### src/design/ipdc_pkg.sv
// Shared types and constants for the incremental PID controller with dead band and clamp.
`default_nettype none

package ipdc_pkg;

    // Fixed field widths of the register set and the result word.
    localparam int GAIN_W      = 24;
    localparam int LIMIT_W     = 47;
    localparam int BAND_W      = 17;
    localparam int DRIVE_W     = 38;

    // The clamped accumulator is scaled down by a power of two.
    localparam int SCALE_SHIFT = 10;
    localparam int SCALE_DIV   = 1 << SCALE_SHIFT;

    localparam int CFG_ADDR_W  = 3;
    localparam int CFG_DATA_W  = LIMIT_W;
    localparam int OUT_TDATA_W = ((DRIVE_W + 7) / 8) * 8;

    // Register indexes on the configuration port.
    localparam logic [CFG_ADDR_W-1:0] REG_GAIN_K1      = 3'd0;
    localparam logic [CFG_ADDR_W-1:0] REG_GAIN_K2      = 3'd1;
    localparam logic [CFG_ADDR_W-1:0] REG_GAIN_K3      = 3'd2;
    localparam logic [CFG_ADDR_W-1:0] REG_OUTPUT_LIMIT = 3'd3;
    localparam logic [CFG_ADDR_W-1:0] REG_DEAD_BAND    = 3'd4;

    typedef struct packed {
        logic signed [GAIN_W-1:0] k1;
        logic signed [GAIN_W-1:0] k2;
        logic signed [GAIN_W-1:0] k3;
        logic [LIMIT_W-1:0]       limit;
        logic [BAND_W-1:0]        band;
    } t_cfg;

endpackage

`default_nettype wire

### src/design/ipdc_cfg.sv
// Configuration register file: gains, output limit and dead band.
`default_nettype none

module ipdc_cfg
    import ipdc_pkg::*;
(
    input  wire logic                  i_clk,
    input  wire logic                  i_rst_n,
    input  wire logic                  i_cfg_we,
    input  wire logic [CFG_ADDR_W-1:0] i_cfg_addr,
    input  wire logic [CFG_DATA_W-1:0] i_cfg_data,
    output t_cfg                       o_cfg
);

    t_cfg r_cfg;

    always_ff @(posedge i_clk) begin
        if (!i_rst_n) begin
            r_cfg <= '0;
        end else if (i_cfg_we) begin
            unique case (i_cfg_addr)
                REG_GAIN_K1:      r_cfg.k1    <= $signed(i_cfg_data[GAIN_W-1:0]);
                REG_GAIN_K2:      r_cfg.k2    <= $signed(i_cfg_data[GAIN_W-1:0]);
                REG_GAIN_K3:      r_cfg.k3    <= $signed(i_cfg_data[GAIN_W-1:0]);
                REG_OUTPUT_LIMIT: r_cfg.limit <= i_cfg_data[LIMIT_W-1:0];
                REG_DEAD_BAND:    r_cfg.band  <= i_cfg_data[BAND_W-1:0];
                default: begin
                    // Writes to unmapped indexes are dropped.
                end
            endcase
        end
    end

    assign o_cfg = r_cfg;

endmodule

`default_nettype wire

### src/design/ipdc_clamp.sv
// Symmetric clamp of the accumulator and scaling by 1024 with truncation toward zero.
`default_nettype none

module ipdc_clamp
    import ipdc_pkg::*;
#(
    parameter int ACC_WIDTH = 48
) (
    input  wire logic signed [ACC_WIDTH-1:0] i_acc,
    input  wire logic        [LIMIT_W-1:0]   i_limit,
    output logic signed      [DRIVE_W-1:0]   o_drive
);

    localparam int CLW = ((ACC_WIDTH > LIMIT_W) ? ACC_WIDTH : LIMIT_W) + 1;

    logic signed [CLW-1:0] w_val;
    logic signed [CLW-1:0] w_lim;
    logic signed [CLW-1:0] w_nlim;
    logic signed [CLW-1:0] w_clip;
    logic signed [CLW-1:0] w_bias;
    logic signed [CLW-1:0] w_quot;

    assign w_val  = CLW'(i_acc);
    assign w_lim  = $signed(CLW'(i_limit));
    assign w_nlim = -w_lim;

    always_comb begin
        if (w_val > w_lim) begin
            w_clip = w_lim;
        end else if (w_val < w_nlim) begin
            w_clip = w_nlim;
        end else begin
            w_clip = w_val;
        end
    end

    // Adding divisor minus one to negative values turns the arithmetic shift
    // into a division that truncates toward zero.
    assign w_bias  = w_clip + (w_clip[CLW-1] ? CLW'(SCALE_DIV - 1) : CLW'(0));
    assign w_quot  = w_bias >>> SCALE_SHIFT;
    assign o_drive = $signed(w_quot[DRIVE_W-1:0]);

endmodule

`default_nettype wire

### src/design/incremental_pid_deadband_clamp_top.sv
// Top level of the incremental PID controller with dead band and output clamp.
//
// Input words arrive on the s_axis channel, each holding a setpoint and a
// measured sample; every accepted word produces exactly one drive word on the
// m_axis channel, in order. The error is measured minus setpoint. Outside the
// dead band the accumulator grows by k1*e - k2*e[n-1] + k3*e[n-2] and
// saturates at its own width; inside it the accumulator is cleared. The drive
// is the accumulator clamped to +/- output_limit, divided by 1024 toward zero.
// The datapath has five register stages: input/error, products, product sum,
// accumulator, output. An accepted word is registered in each of them in turn
// before it is offered on m_axis. One word per cycle is sustained while m_axis
// accepts; the accumulator update feeding back on itself sets that rate.
// Each stage moves on whenever the stage after it is empty or moving, so the
// input stays ready while a result waits, until all five stages are full.
// A stalled receiver then holds the output word and back-pressures s_axis. Reset
// (synchronous, active low) empties the pipeline and clears the accumulator, the
// error history and all configuration registers. Registers are written through
// i_cfg_we/i_cfg_addr/i_cfg_data only while the block is idle; the user, not the block, ensures it.
`default_nettype none

module incremental_pid_deadband_clamp_top
    import ipdc_pkg::*;
#(
    parameter int ACC_WIDTH    = 48,
    parameter int SAMPLE_WIDTH = 16,
    localparam int IN_TDATA_W  = ((2 * SAMPLE_WIDTH + 7) / 8) * 8
) (
    input  wire logic                   i_clk,
    input  wire logic                   i_rst_n,
    input  wire logic                   i_cfg_we,
    input  wire logic [CFG_ADDR_W-1:0]  i_cfg_addr,
    input  wire logic [CFG_DATA_W-1:0]  i_cfg_data,
    input  wire logic                   s_axis_tvalid,
    output logic                        s_axis_tready,
    // Fields from bit 0 up: setpoint, measured.
    input  wire logic [IN_TDATA_W-1:0]  s_axis_tdata,
    output logic                        m_axis_tvalid,
    input  wire logic                   m_axis_tready,
    // Fields from bit 0 up: drive.
    output logic [OUT_TDATA_W-1:0]      m_axis_tdata
);

    localparam int EW   = SAMPLE_WIDTH + 1;
    localparam int PW   = GAIN_W + EW;
    localparam int SUMW = PW + 2;
    localparam int WW   = ((ACC_WIDTH > SUMW) ? ACC_WIDTH : SUMW) + 1;
    localparam int CMPW = (EW > BAND_W) ? EW : BAND_W;

    localparam logic signed [WW-1:0] ACC_MAX_W = WW'({1'b0, {(ACC_WIDTH-1){1'b1}}});
    localparam logic signed [WW-1:0] ACC_MIN_W = ~ACC_MAX_W;

    t_cfg w_cfg;

    ipdc_cfg u_cfg (
        .i_clk      (i_clk),
        .i_rst_n    (i_rst_n),
        .i_cfg_we   (i_cfg_we),
        .i_cfg_addr (i_cfg_addr),
        .i_cfg_data (i_cfg_data),
        .o_cfg      (w_cfg)
    );

    // Stage handshake.
    logic r_s1_vld, r_s2_vld, r_s3_vld, r_s4_vld, r_s5_vld;
    logic w_rdy1, w_rdy2, w_rdy3, w_rdy4, w_rdy5;
    logic w_go1, w_go2, w_go3, w_go4, w_go5;

    assign w_rdy5 = !r_s5_vld || m_axis_tready;
    assign w_go5  = r_s4_vld && w_rdy5;
    assign w_rdy4 = !r_s4_vld || w_go5;
    assign w_go4  = r_s3_vld && w_rdy4;
    assign w_rdy3 = !r_s3_vld || w_go4;
    assign w_go3  = r_s2_vld && w_rdy3;
    assign w_rdy2 = !r_s2_vld || w_go3;
    assign w_go2  = r_s1_vld && w_rdy2;
    assign w_rdy1 = !r_s1_vld || w_go2;
    assign w_go1  = s_axis_tvalid && w_rdy1;

    assign s_axis_tready = w_rdy1;
    assign m_axis_tvalid = r_s5_vld;

    // Stage 1: error and dead band test.
    logic signed [SAMPLE_WIDTH-1:0] w_sp;
    logic signed [SAMPLE_WIDTH-1:0] w_ms;
    logic signed [EW-1:0]           n_err;
    logic [EW-1:0]                  w_mag;
    logic                           n_out;

    assign w_sp  = $signed(s_axis_tdata[SAMPLE_WIDTH-1:0]);
    assign w_ms  = $signed(s_axis_tdata[2*SAMPLE_WIDTH-1:SAMPLE_WIDTH]);
    assign n_err = EW'(w_ms) - EW'(w_sp);
    assign w_mag = n_err[EW-1] ? $unsigned(-n_err) : $unsigned(n_err);
    assign n_out = CMPW'(w_mag) > CMPW'(w_cfg.band);

    logic signed [EW-1:0] r_s1_err;
    logic                 r_s1_out;

    // Error history, shifted as each word leaves stage 1.
    logic signed [EW-1:0] r_err_last;
    logic signed [EW-1:0] r_err_prev;

    // Stage 2: the three gain products.
    logic signed [PW-1:0] n_p1, n_p2, n_p3;
    logic signed [PW-1:0] r_p1, r_p2, r_p3;
    logic                 r_s2_out;

    assign n_p1 = PW'(w_cfg.k1) * PW'(r_s1_err);
    assign n_p2 = PW'(w_cfg.k2) * PW'(r_err_last);
    assign n_p3 = PW'(w_cfg.k3) * PW'(r_err_prev);

    // Stage 3: increment.
    logic signed [SUMW-1:0] n_sum;
    logic signed [SUMW-1:0] r_sum;
    logic                   r_s3_out;

    assign n_sum = SUMW'(r_p1) - SUMW'(r_p2) + SUMW'(r_p3);

    // Stage 4: saturating accumulator.
    logic signed [WW-1:0]        w_wide;
    logic signed [ACC_WIDTH-1:0] n_acc;
    logic signed [ACC_WIDTH-1:0] r_acc;

    assign w_wide = WW'(r_acc) + WW'(r_sum);

    always_comb begin
        if (!r_s3_out) begin
            n_acc = '0;
        end else if (w_wide > ACC_MAX_W) begin
            n_acc = {1'b0, {(ACC_WIDTH-1){1'b1}}};
        end else if (w_wide < ACC_MIN_W) begin
            n_acc = {1'b1, {(ACC_WIDTH-1){1'b0}}};
        end else begin
            n_acc = w_wide[ACC_WIDTH-1:0];
        end
    end

    // Stage 5: clamp, scale and output register.
    logic signed [DRIVE_W-1:0] n_drive;
    logic signed [DRIVE_W-1:0] r_drive;

    ipdc_clamp #(
        .ACC_WIDTH (ACC_WIDTH)
    ) u_clamp (
        .i_acc   (r_acc),
        .i_limit (w_cfg.limit),
        .o_drive (n_drive)
    );

    assign m_axis_tdata = OUT_TDATA_W'($unsigned(r_drive));

    // Control and controller state.
    always_ff @(posedge i_clk) begin
        if (!i_rst_n) begin
            r_s1_vld   <= 1'b0;
            r_s2_vld   <= 1'b0;
            r_s3_vld   <= 1'b0;
            r_s4_vld   <= 1'b0;
            r_s5_vld   <= 1'b0;
            r_err_last <= '0;
            r_err_prev <= '0;
            r_acc      <= '0;
        end else begin
            if (w_go1) begin
                r_s1_vld <= 1'b1;
            end else if (w_go2) begin
                r_s1_vld <= 1'b0;
            end
            if (w_go2) begin
                r_s2_vld   <= 1'b1;
                r_err_prev <= r_err_last;
                r_err_last <= r_s1_err;
            end else if (w_go3) begin
                r_s2_vld <= 1'b0;
            end
            if (w_go3) begin
                r_s3_vld <= 1'b1;
            end else if (w_go4) begin
                r_s3_vld <= 1'b0;
            end
            if (w_go4) begin
                r_s4_vld <= 1'b1;
                r_acc    <= n_acc;
            end else if (w_go5) begin
                r_s4_vld <= 1'b0;
            end
            if (w_go5) begin
                r_s5_vld <= 1'b1;
            end else if (m_axis_tready) begin
                r_s5_vld <= 1'b0;
            end
        end
    end

    // Payload registers.
    always_ff @(posedge i_clk) begin
        if (w_go1) begin
            r_s1_err <= n_err;
            r_s1_out <= n_out;
        end
        if (w_go2) begin
            r_p1     <= n_p1;
            r_p2     <= n_p2;
            r_p3     <= n_p3;
            r_s2_out <= r_s1_out;
        end
        if (w_go3) begin
            r_sum    <= n_sum;
            r_s3_out <= r_s2_out;
        end
        if (w_go5) begin
            r_drive <= n_drive;
        end
    end

`ifndef SYNTH
    // A word inside the dead band leaves a cleared accumulator.
    a_band_clears: assert property (@(posedge i_clk) disable iff (!i_rst_n)
        w_go4 && !r_s3_out |=> r_acc == '0)
        else $error("accumulator not cleared for a word inside the dead band");

    // The older history entry takes the newer one when a word moves on.
    a_hist_shift: assert property (@(posedge i_clk) disable iff (!i_rst_n)
        w_go2 |=> r_err_prev == $past(r_err_last) && r_err_last == $past(r_s1_err))
        else $error("error history did not shift");

    // A blocked accumulator stage keeps both its word and the state.
    a_acc_hold: assert property (@(posedge i_clk) disable iff (!i_rst_n)
        r_s4_vld && !w_rdy4 |=> r_s4_vld && $stable(r_acc))
        else $error("accumulator stage lost or changed a waiting word");

    // The accumulator never moves without a word entering its stage.
    a_acc_only_on_word: assert property (@(posedge i_clk) disable iff (!i_rst_n)
        !w_go4 |=> $stable(r_acc))
        else $error("accumulator changed without a word");
`endif

endmodule

`default_nettype wire

### config.mk
export PLATFORM = sky130hd
export DESIGN_NAME = incremental_pid_deadband_clamp_top
export DESIGN_NICKNAME = d
export VERILOG_FILES = /design/src/design/ipdc_pkg.sv /design/src/design/ipdc_cfg.sv /design/src/design/ipdc_clamp.sv /design/src/design/incremental_pid_deadband_clamp_top.sv
export SDC_FILE = /design/constraint.sdc
export NUM_CORES = 2
export LEC_CHECK = 0
export BUFFER_PORTS_ARGS = -buffer_cell sky130_fd_sc_hd__buf_2
export CAP_MARGIN = 20
export CORE_UTILIZATION = 35
export CTS_BUF_LIST = sky130_fd_sc_hd__clkbuf_16
export CTS_CLUSTER_DIAMETER = 60
export CTS_CLUSTER_SIZE = 16
export DETAILED_ROUTE_END_ITERATION = 10
export PLACE_DENSITY = 0.6
export SYNTH_ARGS = -nofsm -noshare
export SYNTH_HDL_FRONTEND = slang
export SYNTH_SLANG_ARGS = --single-unit
### constraint.sdc
create_clock -name i_clk -period 8.2 [get_ports i_clk]
set_clock_uncertainty 0.15 [all_clocks]
set_input_delay 0.82 -clock i_clk [delete_from_list [all_inputs] [get_ports i_clk]]
set_output_delay 0.82 -clock i_clk [all_outputs]
set_load 0.03 [all_outputs]
==> reports/qor.csv <==
stage,metric,value,unit
outcome,status,"finished, violations left",
outcome,failing checks,design-rule violations,
clock_tree,clock latency on the worst-skew pair,720,ps
run,max-cap viol count,0,
logic_synthesis,Post-synth EDFFs,224,
timing,Hold Worst Slack,196,ps
worst_setup_path,critical-path cell with the highest stage delay,edfxtp_1,
logic_synthesis,post-synthesis compound-gate area fraction,0.0863,
floorplanning,I/O pin count,129,
logic_synthesis,library cells used by synthesis,82,
timing,final worst path period need,7910,ps
drt,vias per cell,5.01,
logic_synthesis,Post-Synth Simple-Gate Area,0.161,
worst_setup_path,CP max stage delay,870,ps
drt,wire per inst,19.7,um
worst_hold_path,Hold/Removal Path Class,input pin to flip-flop,
worst_setup_path,critical path arrival,8230,ps
final_layout,Final Cell Area,77300,sq um
floorplanning,Initial Utilization,0.353,
grt,all-layer global routing usage,0.208,
timing,Max Slew Vio Count,0,
timing,f_max,126,MHz
grt,initial antenna violation count,14,
worst_setup_path,worst setup path class,flip-flop to flip-flop,
drt,Post-DRT Antenna Nets,0,
final_layout,final net count,9842,
logic_synthesis,mux cell area share after synthesis,0.00434,
grt,first-pass GRT wire length,329,mm
final_layout,share of post-route cells with drive strength above 1,0.0633,
drt,DR WL met2,101,mm
logic_synthesis,Synth Area in XOR/XNOR,0.0378,
logic_synthesis,Syn Inst Count,7940,
clock_tree,CTS tree,done,
clock_tree,CTS Hold Bufs,0,
logic_synthesis,syn avg cell area,8.90,sq um
logic_synthesis,main combinational cell family by area after synthesis,adder cells,
worst_setup_path,worst path required time,8510,ps
final_layout,area of the multi-input gates,52200,sq um
logic_synthesis,adder-cell share of the synthesized area,0.446,
power,Max VDD drop,0.000195,V
timing,final clock period utilization by the worst path,0.965,
floorplanning,die width,451,um
drt,M1 WL,86.2,mm
logic_synthesis,"Async S/R FF share, synth",0,
logic_synthesis,synthesized flop and latch total,447,
floorplanning,Site Rows,164,
drt,met3 wire len,12.4,mm
worst_setup_path,crit start category,flip-flop,
placement,dpl cell area,74700,sq um
clock_tree,Clock Path Buffers,3,
clock_tree,H-tree Lvls,2,
placement,DP Wirelength,171,mm
logic_synthesis,Synthesis Warnings,0,
final_layout,Area growth syn-to-layout,9.36,%
clock_tree,Root Driver,clkbuf_16,
logic_synthesis,mapped cell area,70700,sq um
power,power per cell area,121,nW/um^2
logic_synthesis,leading area contributor after synthesis,fa_1,
worst_setup_path,worst path bufs/invs,9,
drt,via count,53600,
timing,Least-Margin Pin Slew,1130,ps
worst_setup_path,Crit. End Element,flip-flop,
clock_tree,CTS Buf Count,61,
final_layout,FF+latch area,11200,sq um
clock_tree,Worst-path clk slew,70,ps
worst_setup_path,crit path max fanout,15,
logic_synthesis,synth top area cells,"fa_1, edfxtp_1, ha_1",
power,Leak,35.6,nW
drt,Iter 0 DRT Violations,3812,
grt,largest net degree at the start of global routing,79,
logic_synthesis,"Top FF cell, synth",edfxtp_1,
floorplanning,Die Area,204000,sq um
grt,global route total overflow,0,
placement,GP Congestion,0.941,
worst_setup_path,"Top cell by count, worst path",inv_1,
clock_tree,Num Clock Sinks,447,
grt,vias in the first global route,56400,
floorplanning,CORE AREA,200000,sq um
worst_setup_path,cell family with the largest share of critical-path delay,adder cells,
logic_synthesis,register area share after synthesis,0.158,
floorplanning,Die H,451,um
logic_synthesis,post-synth top area share,0.353,
timing,Worst slew margin,0.246,
drt,Detailed Route WL,211,mm
timing,Final setup viols,0,
drt,DRC,38,
drt,highest metal used,met5,
final_layout,fillers,20200,
timing,"Hold Violations, Final",0,
drt,drt first pass iters,9,
placement,port buffer count,126,
==> through the flow <==
stage / cells / TNS [ps] / power [W] / utilization / setup WS, ps
2_1_floorplan: 7941 / 0 / 0.00532 / - / 6.11
3_3_place_gp: 10600 / -2240 / 0.00640 / 0.373 / -259
3_5_place_dp: 10600 / -577 / 0.00645 / 0.373 / -131
4_1_cts: 10700 / 0 / 0.00930 / 0.384 / 61.3
5_1_grt: 10700 / -961 / 0.00987 / 0.386 / -88.9
6_report: 10700 / 0 / 0.00932 / 0.386 / 286
==> synth_stat cells, types with 24 or more instances <==
cell type  instances
nand2b_1          78
a21oi_1          473
xor2_1            66
clkbuf_1         330
ha_1             527
nor2b_1           45
a211oi_1          26
nand2_1         1163
inv_1           1634
and3_1            35
o21a_1            27
a31oi_1           24
o21ai_0          129
nand3_1           82
nor3_1            88
nand4_1           51
edfxtp_1         224
xnor2_1          239
mux2i_1           25
fa_1            1246
dfxtp_1          223
a21o_1           131
nor2_1           246
and2_1           515
o21bai_1          41
==> what timing repair did <==
action                                  in CTS  in global routing
gates cloned                                 0                  2
endpoints found under the setup margin      10                 36
resized for setup                            2                 32
endpoints found under the hold margin        0                  0
pin swaps                                    0                 12
setup buffers                                0                 17
==> report_power, final <==
group | internal [W] | switching, W
logic | 0.00142 | 0.00225
registers | 0.00260 | 0.000226
clock network | 0.00150 | 0.00132
total | 0.00552 | 0.00380
==> path summary, 6_finish.rpt <==
kind,endpoint,startpoint,slack [ps],depth (start not counted)
hold reg to reg,r_s3_out,r_s2_out,280,0
hold / removal,u_cfg.o_cfg[53],i_cfg_data[36],200,3
setup reg to reg,r_p1[40],r_s1_err[5],290,28
setup / recovery,r_p1[40],r_s1_err[5],290,28
==> tightest hold or removal path, stage by stage <==
cell     delay, ps
buf_2          100
nand2_1         50
a21oi_1         50
==> routing by layer <==
layer,up-vias,global-route usage
met5,-,0
met2,1516,0.348
li1,24600,-
met1,27100,0.260
met4,10,0.104
met3,387,0.0354
==> layout by cell type (no fill, tap or decap), types with 23 or more instances in the layout <==
cell / n
fa_1: 1246
nor2_1: 245
ha_1: 526
nor2b_1: 41
nand3_1: 80
edfxtp_1: 224
buf_2: 126
and2_1: 515
inv_1: 1639
xnor2_1: 239
dfxtp_1: 219
nand2_1: 1163
xor2_1: 66
buf_4: 190
nand4_1: 51
o21ai_0: 127
nand2b_1: 78
a21o_1: 130
nor3_1: 87
o21a_1: 27
and3_1: 34
o21bai_1: 41
mux2i_1: 25
a21oi_1: 468
clkbuf_16: 62
a31oi_1: 23
a211oi_1: 26
==> sequential cells by signal, summed over array words and instances, names as in the netlist <==
signal and count:
r_s3_out 1, r_drive 38, r_s1_vld 1, r_sum 43, r_s3_vld 1, r_s1_err 17
m_axis_tvalid 1, r_p2 41, r_err_last 17, r_s2_vld 1, r_p1 41, r_err_prev 17
r_acc 48, r_p3 41, r_s4_vld 1, r_s2_out 1, u_cfg.o_cfg 136, r_s1_out 1
==> kinds of logic (layout without fill, tap and decap cells) <==
logic type,Yosys count,in the layout
simple gates,2395,2395
flops,447,447
xor+xnor,305,305
other cells,1,9
buf+inv,1987,2081
mux,30,30
fa+ha+maj,1773,1773
compound gates,1002,1002
==> final cells by class <==
cell class                 count  share of cell area
antenna                        7            0.000227
inverter                    1637              0.0796
tap                         2656              0.0430
clock buffer                  61              0.0198
sequential                   447               0.145
clock inverter                55             0.00834
timing repair buffer         328              0.0290
multi-input combinational   5507               0.675
No activity file was read; power rests on OpenSTA's default activity.
